--- src/rtl/sawarq_pkg.sv ---
// Shared types, constants and helpers for the stop-and-wait command ARQ block.
package sawarq_pkg;

	localparam int QUEUE_DEPTH = 16;
	localparam int MAX_RESULTS = 16;
	localparam int PTR_W       = $clog2(QUEUE_DEPTH);
	localparam int CNT_W       = $clog2(MAX_RESULTS);

	localparam logic [15:0] MAX_CMD_LEN = 16'd1400;
	localparam logic [31:0] MASK_RESET  = 32'd1;

	// request kinds
	localparam logic [2:0] KIND_QUEUE = 3'd0;
	localparam logic [2:0] KIND_TICK  = 3'd1;
	localparam logic [2:0] KIND_RESP  = 3'd2;
	localparam logic [2:0] KIND_CMD   = 3'd3;
	localparam logic [2:0] KIND_CONN  = 3'd4;
	localparam logic [2:0] KIND_DISC  = 3'd5;

	typedef logic [PTR_W-1:0] ptr_t;
	typedef logic [CNT_W-1:0] cnt_t;

	typedef enum logic [2:0] {
		ACT_ACCEPTED = 3'd0,
		ACT_REJECTED = 3'd1,
		ACT_SEND_CMD = 3'd2,
		ACT_SEND_RSP = 3'd3,
		ACT_DELIVER  = 3'd4,
		ACT_FAILED   = 3'd5,
		ACT_DISCONN  = 3'd6,
		ACT_CONNECT  = 3'd7
	} action_t;

	// which result the datapath builds in its output register
	typedef enum logic [3:0] {
		OP_REJECT,
		OP_ACCEPT,
		OP_SEND_CAP,
		OP_SEND_HEAD,
		OP_RESP,
		OP_DELIVER,
		OP_FAIL,
		OP_DISC,
		OP_CONN
	} out_op_t;

	typedef struct packed {
		logic [31:0] seq;
		logic [15:0] handle;
		logic [31:0] cb_type;
		logic [31:0] cb_data;
	} q_entry_t;

	typedef struct packed {
		logic    capture;
		logic    push;
		logic    pop;
		logic    set_sent;
		logic    clr_sent;
		logic    exp_upd;
		logic    link_set;
		logic    link_clr;
		logic    walk_start;
		logic    walk_adv;
		logic    rd_walk;
		logic    load_out;
		out_op_t out_op;
		logic    out_last;
	} dp_cmd_t;

	typedef struct packed {
		logic [2:0] kind;
		logic       link_up;
		logic       empty;
		logic       full;
		logic       len_ok;
		logic       sent_recently;
		logic       head_match;
		logic       seq_ge_exp;
		logic       reason_zero;
		logic       pop_empties;
		logic       walk_end;
		logic       flagged;
		logic       out_free;
	} dp_stat_t;

	function automatic ptr_t ring_next(input ptr_t p);
		ring_next = (p == ptr_t'(QUEUE_DEPTH - 1)) ? '0 : p + ptr_t'(1);
	endfunction

endpackage

--- src/rtl/sawarq_dp.sv ---
// Datapath: command ring memory, pointers, sequence counters, request capture and output register.
module sawarq_dp (
	input  logic                      clk,
	input  logic                      arst_n,
	input  logic [2:0]                kind,
	input  logic [31:0]               seq,
	input  logic [15:0]               cmd_handle,
	input  logic [15:0]               cmd_length,
	input  logic [31:0]               callback_type,
	input  logic [31:0]               callback_data,
	input  logic [7:0]                reason,
	input  logic                      cfg_valid,
	output logic                      cfg_ready,
	input  logic [31:0]               cfg_data,
	output logic                      out_valid,
	input  logic                      out_stall,
	output logic [2:0]                action,
	output logic [31:0]               out_seq,
	output logic [15:0]               out_handle,
	output logic [31:0]               out_callback_type,
	output logic [31:0]               out_callback_data,
	output logic [7:0]                out_reason,
	output logic                      last,
	input  sawarq_pkg::dp_cmd_t       cmd,
	output sawarq_pkg::dp_stat_t      stat
);

	sawarq_pkg::q_entry_t mem_q [sawarq_pkg::QUEUE_DEPTH];
	sawarq_pkg::q_entry_t rd_q;
	sawarq_pkg::ptr_t     rd_addr;

	sawarq_pkg::ptr_t put_q, send_q, wp_q;
	sawarq_pkg::cnt_t cnt_q;
	logic [31:0]      nps_q, exp_q, mask_q;
	logic             link_q, sent_q, out_valid_q;

	logic [2:0]  cap_kind_q;
	logic [31:0] cap_seq_q, cap_cbt_q, cap_cbd_q;
	logic [15:0] cap_handle_q, cap_len_q;
	logic [7:0]  cap_reason_q;

	sawarq_pkg::action_t out_action_q, nxt_action;
	logic [31:0] out_seq_q, out_cbt_q, out_cbd_q, nxt_seq, nxt_cbt, nxt_cbd;
	logic [15:0] out_handle_q, nxt_handle;
	logic [7:0]  out_reason_q, nxt_reason;
	logic        out_last_q;

	assign cfg_ready = 1'b1;
	assign rd_addr   = cmd.rd_walk ? wp_q : send_q;

	// ring storage: one write port, one registered read port
	always_ff @(posedge clk) begin
		if (cmd.push) begin
			mem_q[put_q] <= '{seq: nps_q, handle: cap_handle_q,
				cb_type: cap_cbt_q, cb_data: cap_cbd_q};
		end
		rd_q <= mem_q[rd_addr];
	end

	always_ff @(posedge clk) begin
		if (cmd.capture) begin
			cap_kind_q   <= kind;
			cap_seq_q    <= seq;
			cap_handle_q <= cmd_handle;
			cap_len_q    <= cmd_length;
			cap_cbt_q    <= callback_type;
			cap_cbd_q    <= callback_data;
			cap_reason_q <= reason;
		end else if (cmd.push) begin
			// keep the assigned number for the accepted report
			cap_seq_q <= nps_q;
		end
	end

	always_ff @(posedge clk or negedge arst_n) begin
		if (!arst_n) begin
			put_q  <= '0;
			send_q <= '0;
			wp_q   <= '0;
			cnt_q  <= '0;
			nps_q  <= '0;
			exp_q  <= '0;
			mask_q <= sawarq_pkg::MASK_RESET;
			link_q <= 1'b0;
			sent_q <= 1'b0;
		end else begin
			if (cfg_valid) mask_q <= cfg_data;
			if (cmd.push) begin
				put_q <= sawarq_pkg::ring_next(put_q);
				nps_q <= nps_q + 32'd1;
			end
			if (cmd.pop) send_q <= sawarq_pkg::ring_next(send_q);
			if (cmd.set_sent) sent_q <= 1'b1;
			else if (cmd.clr_sent) sent_q <= 1'b0;
			if (cmd.exp_upd && stat.seq_ge_exp) exp_q <= cap_seq_q + 32'd1;
			if (cmd.link_set) link_q <= 1'b1;
			else if (cmd.link_clr) link_q <= 1'b0;
			if (cmd.walk_start) begin
				wp_q  <= send_q;
				cnt_q <= '0;
			end else if (cmd.walk_adv) begin
				wp_q <= sawarq_pkg::ring_next(wp_q);
				if (cmd.load_out) cnt_q <= cnt_q + sawarq_pkg::cnt_t'(1);
			end
		end
	end

	always_comb begin
		nxt_action = sawarq_pkg::ACT_REJECTED;
		nxt_seq    = '0;
		nxt_handle = '0;
		nxt_cbt    = '0;
		nxt_cbd    = '0;
		nxt_reason = '0;
		case (cmd.out_op)
			sawarq_pkg::OP_ACCEPT: begin
				nxt_action = sawarq_pkg::ACT_ACCEPTED;
				nxt_seq    = cap_seq_q;
				nxt_handle = cap_handle_q;
			end
			sawarq_pkg::OP_SEND_CAP: begin
				nxt_action = sawarq_pkg::ACT_SEND_CMD;
				nxt_seq    = cap_seq_q;
				nxt_handle = cap_handle_q;
			end
			sawarq_pkg::OP_SEND_HEAD: begin
				nxt_action = sawarq_pkg::ACT_SEND_CMD;
				nxt_seq    = rd_q.seq;
				nxt_handle = rd_q.handle;
			end
			sawarq_pkg::OP_RESP: begin
				nxt_action = sawarq_pkg::ACT_SEND_RSP;
				nxt_seq    = cap_seq_q;
			end
			sawarq_pkg::OP_DELIVER: begin
				nxt_action = sawarq_pkg::ACT_DELIVER;
				nxt_seq    = cap_seq_q;
				nxt_handle = cap_handle_q;
			end
			sawarq_pkg::OP_FAIL: begin
				nxt_action = sawarq_pkg::ACT_FAILED;
				nxt_seq    = rd_q.seq;
				nxt_handle = rd_q.handle;
				nxt_cbt    = rd_q.cb_type;
				nxt_cbd    = rd_q.cb_data;
			end
			sawarq_pkg::OP_DISC: begin
				nxt_action = sawarq_pkg::ACT_DISCONN;
				nxt_reason = cap_reason_q;
			end
			sawarq_pkg::OP_CONN: begin
				nxt_action = sawarq_pkg::ACT_CONNECT;
				nxt_reason = cap_reason_q;
			end
			default: nxt_action = sawarq_pkg::ACT_REJECTED;
		endcase
	end

	always_ff @(posedge clk or negedge arst_n) begin
		if (!arst_n) begin
			out_valid_q <= 1'b0;
		end else if (cmd.load_out) begin
			out_valid_q <= 1'b1;
		end else if (!out_stall) begin
			out_valid_q <= 1'b0;
		end
	end

	always_ff @(posedge clk) begin
		if (cmd.load_out) begin
			out_action_q <= nxt_action;
			out_seq_q    <= nxt_seq;
			out_handle_q <= nxt_handle;
			out_cbt_q    <= nxt_cbt;
			out_cbd_q    <= nxt_cbd;
			out_reason_q <= nxt_reason;
			out_last_q   <= cmd.out_last;
		end
	end

	assign out_valid         = out_valid_q;
	assign action            = out_action_q;
	assign out_seq           = out_seq_q;
	assign out_handle        = out_handle_q;
	assign out_callback_type = out_cbt_q;
	assign out_callback_data = out_cbd_q;
	assign out_reason        = out_reason_q;
	assign last              = out_last_q;

	always_comb begin
		stat.kind          = cap_kind_q;
		stat.link_up       = link_q;
		stat.empty         = (put_q == send_q);
		stat.full          = (sawarq_pkg::ring_next(put_q) == send_q);
		stat.len_ok        = (cap_len_q <= sawarq_pkg::MAX_CMD_LEN);
		stat.sent_recently = sent_q;
		stat.head_match    = (rd_q.seq == cap_seq_q);
		stat.seq_ge_exp    = (cap_seq_q >= exp_q);
		stat.reason_zero   = (cap_reason_q == 8'd0);
		stat.pop_empties   = (sawarq_pkg::ring_next(send_q) == put_q);
		stat.walk_end      = (wp_q == put_q) ||
			(cnt_q == sawarq_pkg::cnt_t'(sawarq_pkg::MAX_RESULTS - 1));
		stat.flagged       = ((rd_q.cb_type & mask_q) != 32'd0);
		stat.out_free      = !out_valid_q || !out_stall;
	end

endmodule

--- src/rtl/sawarq_ctrl.sv ---
// Controller: sequences each request through decision and, where needed, memory fetch, ring walk and result emission.
module sawarq_ctrl (
	input  logic                  clk,
	input  logic                  arst_n,
	input  logic                  in_valid,
	output logic                  in_stall,
	input  sawarq_pkg::dp_stat_t  stat,
	output sawarq_pkg::dp_cmd_t   cmd
);

	typedef enum logic [5:0] {
		S_IDLE     = 6'b000001,
		S_DECIDE   = 6'b000010,
		S_FETCH    = 6'b000100,
		S_EMIT     = 6'b001000,
		S_WALK_RD  = 6'b010000,
		S_WALK_CHK = 6'b100000
	} state_t;

	state_t              state_q, state_d;
	sawarq_pkg::out_op_t op1_q, op1_d, op2_q, op2_d;
	logic                has2_q, has2_d;

	assign in_stall = (state_q != S_IDLE);

	always_comb begin
		cmd     = '0;
		state_d = state_q;
		op1_d   = op1_q;
		op2_d   = op2_q;
		has2_d  = has2_q;
		unique case (state_q)
			S_IDLE: begin
				if (in_valid) begin
					cmd.capture = 1'b1;
					state_d     = S_DECIDE;
				end
			end
			S_DECIDE: begin
				has2_d = 1'b0;
				unique case (stat.kind)
					sawarq_pkg::KIND_QUEUE: begin
						state_d = S_EMIT;
						if (!stat.link_up || !stat.len_ok || stat.full) begin
							op1_d = sawarq_pkg::OP_REJECT;
						end else begin
							cmd.push = 1'b1;
							if (stat.empty) begin
								cmd.set_sent = 1'b1;
								op1_d        = sawarq_pkg::OP_SEND_CAP;
								op2_d        = sawarq_pkg::OP_ACCEPT;
								has2_d       = 1'b1;
							end else begin
								op1_d = sawarq_pkg::OP_ACCEPT;
							end
						end
					end
					sawarq_pkg::KIND_TICK: begin
						if (!stat.link_up || stat.empty) begin
							state_d = S_IDLE;
						end else if (stat.sent_recently) begin
							cmd.clr_sent = 1'b1;
							state_d      = S_IDLE;
						end else begin
							op1_d   = sawarq_pkg::OP_SEND_HEAD;
							state_d = S_EMIT;
						end
					end
					sawarq_pkg::KIND_RESP: begin
						if (stat.empty || !stat.head_match) begin
							state_d = S_IDLE;
						end else begin
							cmd.pop = 1'b1;
							if (stat.pop_empties) begin
								state_d = S_IDLE;
							end else begin
								// new head needs a read before it goes out
								cmd.set_sent = 1'b1;
								op1_d        = sawarq_pkg::OP_SEND_HEAD;
								state_d      = S_FETCH;
							end
						end
					end
					sawarq_pkg::KIND_CMD: begin
						cmd.exp_upd = 1'b1;
						op1_d       = sawarq_pkg::OP_RESP;
						op2_d       = sawarq_pkg::OP_DELIVER;
						has2_d      = stat.seq_ge_exp;
						state_d     = S_EMIT;
					end
					sawarq_pkg::KIND_CONN: begin
						cmd.link_set = stat.reason_zero;
						op1_d        = sawarq_pkg::OP_CONN;
						state_d      = S_EMIT;
					end
					sawarq_pkg::KIND_DISC: begin
						cmd.link_clr   = 1'b1;
						cmd.walk_start = 1'b1;
						state_d        = S_WALK_RD;
					end
					default: state_d = S_IDLE;
				endcase
			end
			S_FETCH: state_d = S_EMIT;
			S_EMIT: begin
				if (stat.out_free) begin
					cmd.load_out = 1'b1;
					cmd.out_op   = op1_q;
					cmd.out_last = !has2_q;
					if (has2_q) begin
						op1_d  = op2_q;
						has2_d = 1'b0;
					end else begin
						state_d = S_IDLE;
					end
				end
			end
			S_WALK_RD: begin
				cmd.rd_walk = 1'b1;
				state_d     = S_WALK_CHK;
			end
			S_WALK_CHK: begin
				cmd.rd_walk = 1'b1;
				if (stat.walk_end) begin
					op1_d   = sawarq_pkg::OP_DISC;
					has2_d  = 1'b0;
					state_d = S_EMIT;
				end else if (!stat.flagged) begin
					cmd.walk_adv = 1'b1;
					state_d      = S_WALK_RD;
				end else if (stat.out_free) begin
					cmd.load_out = 1'b1;
					cmd.out_op   = sawarq_pkg::OP_FAIL;
					cmd.walk_adv = 1'b1;
					state_d      = S_WALK_RD;
				end
			end
			default: state_d = S_IDLE;
		endcase
	end

	always_ff @(posedge clk or negedge arst_n) begin
		if (!arst_n) begin
			state_q <= S_IDLE;
			has2_q  <= 1'b0;
		end else begin
			state_q <= state_d;
			has2_q  <= has2_d;
		end
	end

	always_ff @(posedge clk) begin
		op1_q <= op1_d;
		op2_q <= op2_d;
	end

`ifndef SYNTH
	a_load_needs_room: assert property (@(posedge clk) disable iff (!arst_n)
		cmd.load_out |-> stat.out_free)
		else $error("result loaded over an untaken result");
	a_push_not_full: assert property (@(posedge clk) disable iff (!arst_n)
		cmd.push |-> !stat.full)
		else $error("push into a full ring");
	a_pop_not_empty: assert property (@(posedge clk) disable iff (!arst_n)
		cmd.pop |-> !stat.empty)
		else $error("pop from an empty ring");
	a_walk_bounded: assert property (@(posedge clk) disable iff (!arst_n)
		cmd.walk_adv |-> !stat.walk_end)
		else $error("walk advanced past its end");
	a_fetch_then_emit: assert property (@(posedge clk) disable iff (!arst_n)
		state_q == S_FETCH |=> state_q == S_EMIT)
		else $error("fetched head not emitted");
`endif

endmodule

--- src/rtl/stop_and_wait_command_arq_top.sv ---
// Top level of the stop-and-wait command ARQ: controller and datapath.
// One request at a time: each passes a decide state, then emits its results, if any, from an emit state;
// a response that resends the next head first passes a fetch state for the ring read.
// A disconnect walks the pending ring entries (read and check states over one read port).
// Output stalls hold the emit and walk states; the next request is taken after the last result loads.
// Asynchronous active-low reset clears pointers, counters, link state; mask resets to 1.
module stop_and_wait_command_arq_top (
	input  logic        clk,
	input  logic        arst_n,
	input  logic        in_valid,
	output logic        in_stall,
	input  logic [2:0]  kind,
	input  logic [31:0] seq,
	input  logic [15:0] cmd_handle,
	input  logic [15:0] cmd_length,
	input  logic [31:0] callback_type,
	input  logic [31:0] callback_data,
	input  logic [7:0]  reason,
	input  logic        cfg_valid,
	output logic        cfg_ready,
	input  logic [31:0] cfg_data,
	output logic        out_valid,
	input  logic        out_stall,
	output logic [2:0]  action,
	output logic [31:0] out_seq,
	output logic [15:0] out_handle,
	output logic [31:0] out_callback_type,
	output logic [31:0] out_callback_data,
	output logic [7:0]  out_reason,
	output logic        last
);

	sawarq_pkg::dp_cmd_t  cmd;
	sawarq_pkg::dp_stat_t stat;

	sawarq_ctrl u_ctrl (
		.clk      (clk),
		.arst_n   (arst_n),
		.in_valid (in_valid),
		.in_stall (in_stall),
		.stat     (stat),
		.cmd      (cmd)
	);

	sawarq_dp u_dp (
		.clk               (clk),
		.arst_n            (arst_n),
		.kind              (kind),
		.seq               (seq),
		.cmd_handle        (cmd_handle),
		.cmd_length        (cmd_length),
		.callback_type     (callback_type),
		.callback_data     (callback_data),
		.reason            (reason),
		.cfg_valid         (cfg_valid),
		.cfg_ready         (cfg_ready),
		.cfg_data          (cfg_data),
		.out_valid         (out_valid),
		.out_stall         (out_stall),
		.action            (action),
		.out_seq           (out_seq),
		.out_handle        (out_handle),
		.out_callback_type (out_callback_type),
		.out_callback_data (out_callback_data),
		.out_reason        (out_reason),
		.last              (last),
		.cmd               (cmd),
		.stat              (stat)
	);

endmodule

--- config.mk ---
export PLATFORM = sky130hd
export DESIGN_NAME = stop_and_wait_command_arq_top
export DESIGN_NICKNAME = d
export VERILOG_FILES = /design/src/rtl/sawarq_pkg.sv /design/src/rtl/sawarq_dp.sv /design/src/rtl/sawarq_ctrl.sv /design/src/rtl/stop_and_wait_command_arq_top.sv
export SDC_FILE = /design/constraint.sdc
export NUM_CORES = 2
export LEC_CHECK = 0
export ABC_AREA = 1
export BUFFER_PORTS_ARGS = -buffer_cell sky130_fd_sc_hd__buf_2
export CAP_MARGIN = 10
export CELL_PAD_IN_SITES_DETAIL_PLACEMENT = 1
export CELL_PAD_IN_SITES_GLOBAL_PLACEMENT = 1
export CORE_MARGIN = 4
export CORE_UTILIZATION = 45
export DETAILED_ROUTE_END_ITERATION = 6
export PLACE_DENSITY_LB_ADDON = 0.3
export SETUP_SLACK_MARGIN = 0.05
export SYNTH_ARGS = -nofsm -noshare
export SYNTH_HDL_FRONTEND = slang
export SYNTH_SLANG_ARGS = --single-unit
--- constraint.sdc ---
create_clock -name clk -period 10.4 [get_ports clk]
set_input_delay 2.08 -clock clk [delete_from_list [all_inputs] [get_ports clk]]
set_output_delay 2.08 -clock clk [all_outputs]
set_load 0.02 [all_outputs]
After elaboration in Yosys (flattened, before gate mapping). Memories as Yosys holds them, arrays and structs flattened. A register that Yosys moved wholly into a read port is not among the register bits. Cells that the tools add are included.

Register bits after elaboration: 393. RAM bits: 1792. Input port bits: 176. Output and inout port bits: 127. Logic and storage cells: 196. Memories: 1.

Add/sub/neg operators: 6. Order comparisons: 2. Eq/ne operators: 43. Mux-type cells: 79. Bitwise operators: 1. Reductions and logical operators: 36.

Memories: u_dp.mem_q (words 16, width 112, read ports 1, clocked after memory_dff 1, wr ports 1, RTL line sawarq_dp.sv:28) `sawarq_pkg::q_entry_t mem_q [sawarq_pkg::QUEUE_DEPTH];`.

Operator list (count): 2-to-1 mux 4 bit (20); adder 32 x 1 -> 32 bit, second input constant (2); 2-to-1 mux 32 bit (2); one-hot mux 32 bit (2 select lines) (1); 2-to-1 mux 6 bit (7); one-hot mux 6 bit (6 select lines) (1); bitwise AND 32 bit (1); equality test 32 bit (1); >= comparator 32 bit (1); one-hot mux 16 bit (2 select lines) (1); nonzero test 32 bit (1); 2-to-1 mux 1 bit (28); one-hot mux 6 bit (4 select lines) (1); one-hot mux 3 bit (7 select lines) (1); equality test 4 bit, second input constant (5); one-hot mux 4 bit (5 select lines) (1); adder 4 x 1 -> 4 bit, second input constant (4); equality test 4 x 3 -> 1 bit, second input constant (4); equality test 4 bit (4); <= comparator 16 x 11 -> 1 bit, second input constant (1); 2-to-1 mux 5 bit (3); != test 3 bit, second input constant (4); one-hot mux 4 bit (3 select lines) (1); nonzero test 2 bit (6); other kinds (36) (66).

Depth between registers and ports, before layout.
Depth after elaboration: 9. Gate-level depth with buffers: 17. Mapped depth without buffers: 15.

Modules after synthesis. A second synthesis with hierarchy kept.

Cell total of the unflattened synthesis: 7564. Area, all modules: 92759.0 µm².

Modules (own cells, without submodules): sawarq_dp (times used 1, cells each 7407, area an instance 91725.5 µm², seq. area each 66830.3 µm²); sawarq_ctrl (times used 1, cells each 157, area an instance 1033.5 µm², seq. area each 326.6 µm²).

Worst setup path before layout. OpenSTA, ideal clock, no wires.

Path type: reg2reg. From: register u_dp.put_q[0]. To: memory u_dp.mem_q[0][0] (netlist name), enable pin. Library setup time: 0.720 ns. Data arrival time: 9.359 ns. Data required time: 9.680 ns. Slack: 0.321 ns. Cell stages (with the launch flop): 13. Path buffers: 1. Clock period less this slack: 10.079 ns. Path through: dfrtp_1 ha_1 inv_1 nand2_1 nand2_1 nand2_1 xor2_1 a21oi_1 nand2_1 inv_1 nand2_1 buf_2 nor3_1.

Cells in the longest elaborated chain, start to end: 9. Elaborated cells on any way between the ends: 10. Classes of those cells: add/sub (1); eq/ne (2); mux (6); reduce/logical (1).

RTL lines: start: declaration (RTL line sawarq_dp.sv:32) `sawarq_pkg::ptr_t put_q, send_q, wp_q;`; start signal: assignment (RTL line sawarq_dp.sv:89) `put_q <= sawarq_pkg::ring_next(put_q);`; adder 4 x 1 -> 4 bit / equality test 4 bit (equally long branches) (RTL line sawarq_pkg.sv:88) `ring_next = (p == ptr_t'(QUEUE_DEPTH - 1)) ? '0 : p + ptr_t'(1);`; 2-to-1 mux 4 bit (RTL line sawarq_pkg.sv:88); equality test 4 bit (RTL line sawarq_dp.sv:194) `stat.full = (sawarq_pkg::ring_next(put_q) == send_q);`; logical OR 1 bit (RTL line sawarq_ctrl.sv:44) `if (!stat.link_up || !stat.len_ok || stat.full) begin`; 2-to-1 mux 1 bit (RTL line sawarq_ctrl.sv:44); 2-to-1 mux 1 bit (RTL line sawarq_ctrl.sv:41) `unique case (stat.kind)`; 2-to-1 mux 8 bit (RTL line sawarq_ctrl.sv:32) `unique case (state_q)`; 2-to-1 mux 1 bit (RTL line sawarq_dp.sv:53) `if (cmd.push) begin`; 2-to-1 mux 1 bit (implied by the code) (RTL line sawarq_dp.sv:54) `mem_q[put_q] <= '{seq: nps_q, handle: cap_handle_q,`; end: declaration (RTL line sawarq_dp.sv:28).

Several ways; a longest one is shown, not always the timed one.

Worst setup path in the final report.
From: register u_dp.put_q[0]. To: memory u_dp.mem_q[3][12] (netlist name), enable pin.

The elaborated chain is that of the path after synthesis.

==> flow_summary_export.csv <==
group,metric,value,unit
run_status,status,"complete, no violations",
drt,drtIter0Drc,5719,
power,power,20.4,mW
yosys,yosysMostFrequentCell,"nand2_1",
timing,rsz0062_at_grt,"false",
power,peakVddDrop,162,uV
drt,drcViolationCount,0,
worst_setup_path,crit_chain,"ha_1, inv_1, nand2_1, nand2_1, nand2_1, xor2_1, a21oi_1, nand2_1, inv_1, nand2_1, nor3_2, buf_4, buf_4",
floorplan,die_h,471,um
worst_setup_path,crit_family,"buffers and inverters",
worst_setup_path,cp-start-kind,"register",
worst_setup_path,worst_ep_required_time,10.87,ns
placement,gp_congestion,0.877,
clock_network,cts_max_path_buffers,3,
final_layout,fillerInstances,22900,
timing,max-slew-margin-rel,0.205,
yosys,ys_warn_count,0,
global_route,grt_use_total,0.254,
yosys,synthTopCellsByCount,"2,777 x nand2_1, 2,060 x edfxtp_1, 1,466 x inv_1",
yosys,async_flop_share,0.0532,
drt,routed_wl,285000,um
clock_network,cts_root_buf,"clkbuf_16",
final_layout,area_growth,12.2,%
yosys,ys.flop_type,"edfxtp_1",
power,powerDensity,189,nW/um^2
yosys,avgSynthCellArea,10.6,um^2
yosys,synth_nets,9296,
final_layout,diodes,0,
timing,fin_skew,0.0584,ns
yosys,yosysTopAreaCell,"edfxtp_1",
floorplan,dieWidth,471,um
global_route,gr-total-overflow,0,
global_route,grt_pass1_vias,70900,
timing,maxSlewViolCount,0,
clock_network,cts_tree,"done",
timing,final.min_clock_period,5.03,ns
worst_setup_path,worstSetupPathType,"register to register",
timing,max_freq,199,MHz
clock_network,htreeDepth,4,
clock_network,cts_buffers,234,
global_route,grt_max_degree,207,
worst_setup_path,arrival,5.49,ns
global_route,antenna_found_initial,1,
clock_network,cts_hold_buf,0,
min_path,holdCritPathClass,"register to register",
timing,final.setup.tns,0,ns
yosys,synth_top_area_frac,0.642,
worst_setup_path,crit_slowest_cell,"buf_4",
timing,worst_slew_pin_slew,1.19,ns
placement,place_area,100000,um^2
floorplan,io_pins,303,
worst_setup_path,cp_max_fo,44,
yosys,syn_area,96400,um^2
clock_network,postCtsSetupBuffers,0,
drt,via_per_inst,5.37,
timing,timing.final.crit_share,0.483,
floorplan,start_util,0.454,
yosys,ys_ff_latch,2294,
yosys,ys_top_cells_by_area,"edfxtp_1 64%, nand2_1 11%, nand3_1 6.2%",
power,leakagePower,44.4,nW
worst_setup_path,crit_buf_inv,4,
clock_network,cts_resized,0,
floorplan,die_area,222000,um^2
yosys,synthCells,9079,
drt,post_drt_wl_per_cell,23.2,um
placement,post-dp-hpwl,151000,um
worst_setup_path,slowest_delay,0.90,ns
drt,first_pass_iters,5,
clock_network,cts.reportedPaths.clkPinSlew,0.07,ns
drt,vias,66000,
timing,setup_viol,0,
yosys,synth_edf_count,2060,
global_route,grt_pass1_wl,431000,um
final_layout,nNetsFinal,9488,
worst_setup_path,cp-end-kind,"register",
job,maxCapViolCount,0,
clock_network,cts_sinks,2294,
placement,port_buffers,301,
timing,finalHoldViolCount,0,
floorplan,coreArea,213000,um^2
worst_setup_path,cpMostUsedCell,"nand2_1",
yosys,ys_seq_area_frac,0.697,
final_layout,design_area,108000,um^2
final_layout,layout-drive-gt1-share,0.0864,
clock_network,clk_latency,0.88,ns
floorplan,placementRows,169,
drt,ant_nets,0,
yosys,ys_types,48,
[metal layers]
| layer | vias up | share of wire | track usage |
|---|---|---|---|
| li1 | 30000 | - | - |
| met1 | 33700 | 0.41 | 0.324 |
| met2 | 1813 | 0.51 | 0.451 |
| met3 | 498 | 0.047 | 0.0289 |
| met4 | 0 | 0.033 | 0.0853 |
| met5 | - | 0 | 0 |
[power by group]
part	switching (mW)	leakage (nW)	internal, mW	total, mW
logic	0.716	20.4	0.310	1.03
registers	0.445	20.2	10.5	11.0
clock network	3.66	3.75	4.76	8.42
[worst register-to-register path, cell delays in order (launching register included)]
cell and delay (ns):
dfrtp_1 0.49, ha_1 0.29, inv_1 0.15, nand2_1 0.08, nand2_1 0.07, nand2_1 0.10, xor2_1 0.17, a21oi_1 0.24
nand2_1 0.13, inv_1 0.34, nand2_1 0.57, nor3_2 0.32, buf_4 0.62, buf_4 1.00
[path summary, 6_finish.rpt]
kind	depth (start not counted)	slack [ns]	endpoint	from
setup / recovery	13	5.37	u_dp.mem_q[3][12]$_DFFE_PP_	u_dp.put_q[0]$_DFFE_PN0P_
hold / removal	2	0.47	u_dp.out_handle[8]$_DFFE_PP_	u_dp.rd_q[72]$_DFF_P_
setup reg to reg	13	5.37	u_dp.mem_q[3][12]$_DFFE_PP_	u_dp.put_q[0]$_DFFE_PN0P_
hold reg to reg	2	0.47	u_dp.out_handle[8]$_DFFE_PP_	u_dp.rd_q[72]$_DFF_P_
max in group asynchronous	2	7.69	u_dp.mask_q[7]$_DFFE_PN0P_	arst_n
min in group asynchronous	1	1.30	u_dp.exp_q[4]$_DFFE_PN0P_	arst_n
[kinds of logic after synthesis]
logic type                 after synthesis  synth area share
adders and majority gates               41           0.00532
AOI/OAI and AO/OA                      438            0.0231
other                                    1         0.0000389
DFF                                   2294             0.697
muxes                                   32           0.00374
buffers and inverters                 1906            0.0780
xor gates and xnor gates                84           0.00763
and+or+nand+nor                       4283             0.185
[flip-flops by register name, indices dropped and copies added (netlist names), 6 cells and up]
name,flops
u_dp.rd_q,112
u_dp.cap_len_q,16
u_dp.out_reason,8
u_dp.cap_cbt_q,32
u_dp.cap_seq_q,32
u_dp.exp_q,32
u_dp.out_callback_type,32
u_dp.mask_q,32
u_dp.cap_cbd_q,32
u_dp.out_seq,32
u_dp.cap_reason_q,8
u_dp.cap_handle_q,16
u_dp.mem_q,1792
u_dp.out_handle,16
u_ctrl.state_q,6
u_dp.out_callback_data,32
u_dp.nps_q,32
[cells in the final DEF, fill, tap and decap left out, types with 58 or more instances in the layout]
master / n
edfxtp_1: 2060
dfxtp_1: 112
buf_4: 73
nand3_1: 1195
xor2_1: 58
clkbuf_16: 236
o21ai_0: 275
nor2_1: 187
buf_2: 300
dfrtp_1: 120
clkbuf_1: 73
inv_1: 1465
nand2_1: 2774
o21ai_1: 129
[through the flow]
stage | std cells | utilization | hold slack [ns] | worst slack [ns]
after global placement | 11900 | 0.472 | 0.457 | 5.51
after global routing | 12300 | 0.509 | 0.504 | 5.08
after CTS | 12300 | 0.509 | 0.463 | 5.41
after detailed placement | 11900 | 0.472 | 0.459 | 5.47
after floorplan | 9079 | - | 0.442 | 0.321
final | 12300 | 0.509 | 0.472 | 5.37
[cell type report]
class / count / area [um^2] / share of cell area
well taps: 2821 / 3530 / 0.0326
multi-input cells: 4879 / 21800 / 0.202
repair buffers: 388 / 2350 / 0.0217
flip-flops and latches: 2294 / 67200 / 0.621
clock buffers: 335 / 6540 / 0.0604
inverters: 1474 / 5550 / 0.0513
clock inverters: 112 / 1180 / 0.0109
(Power assumes the default switching activity.)
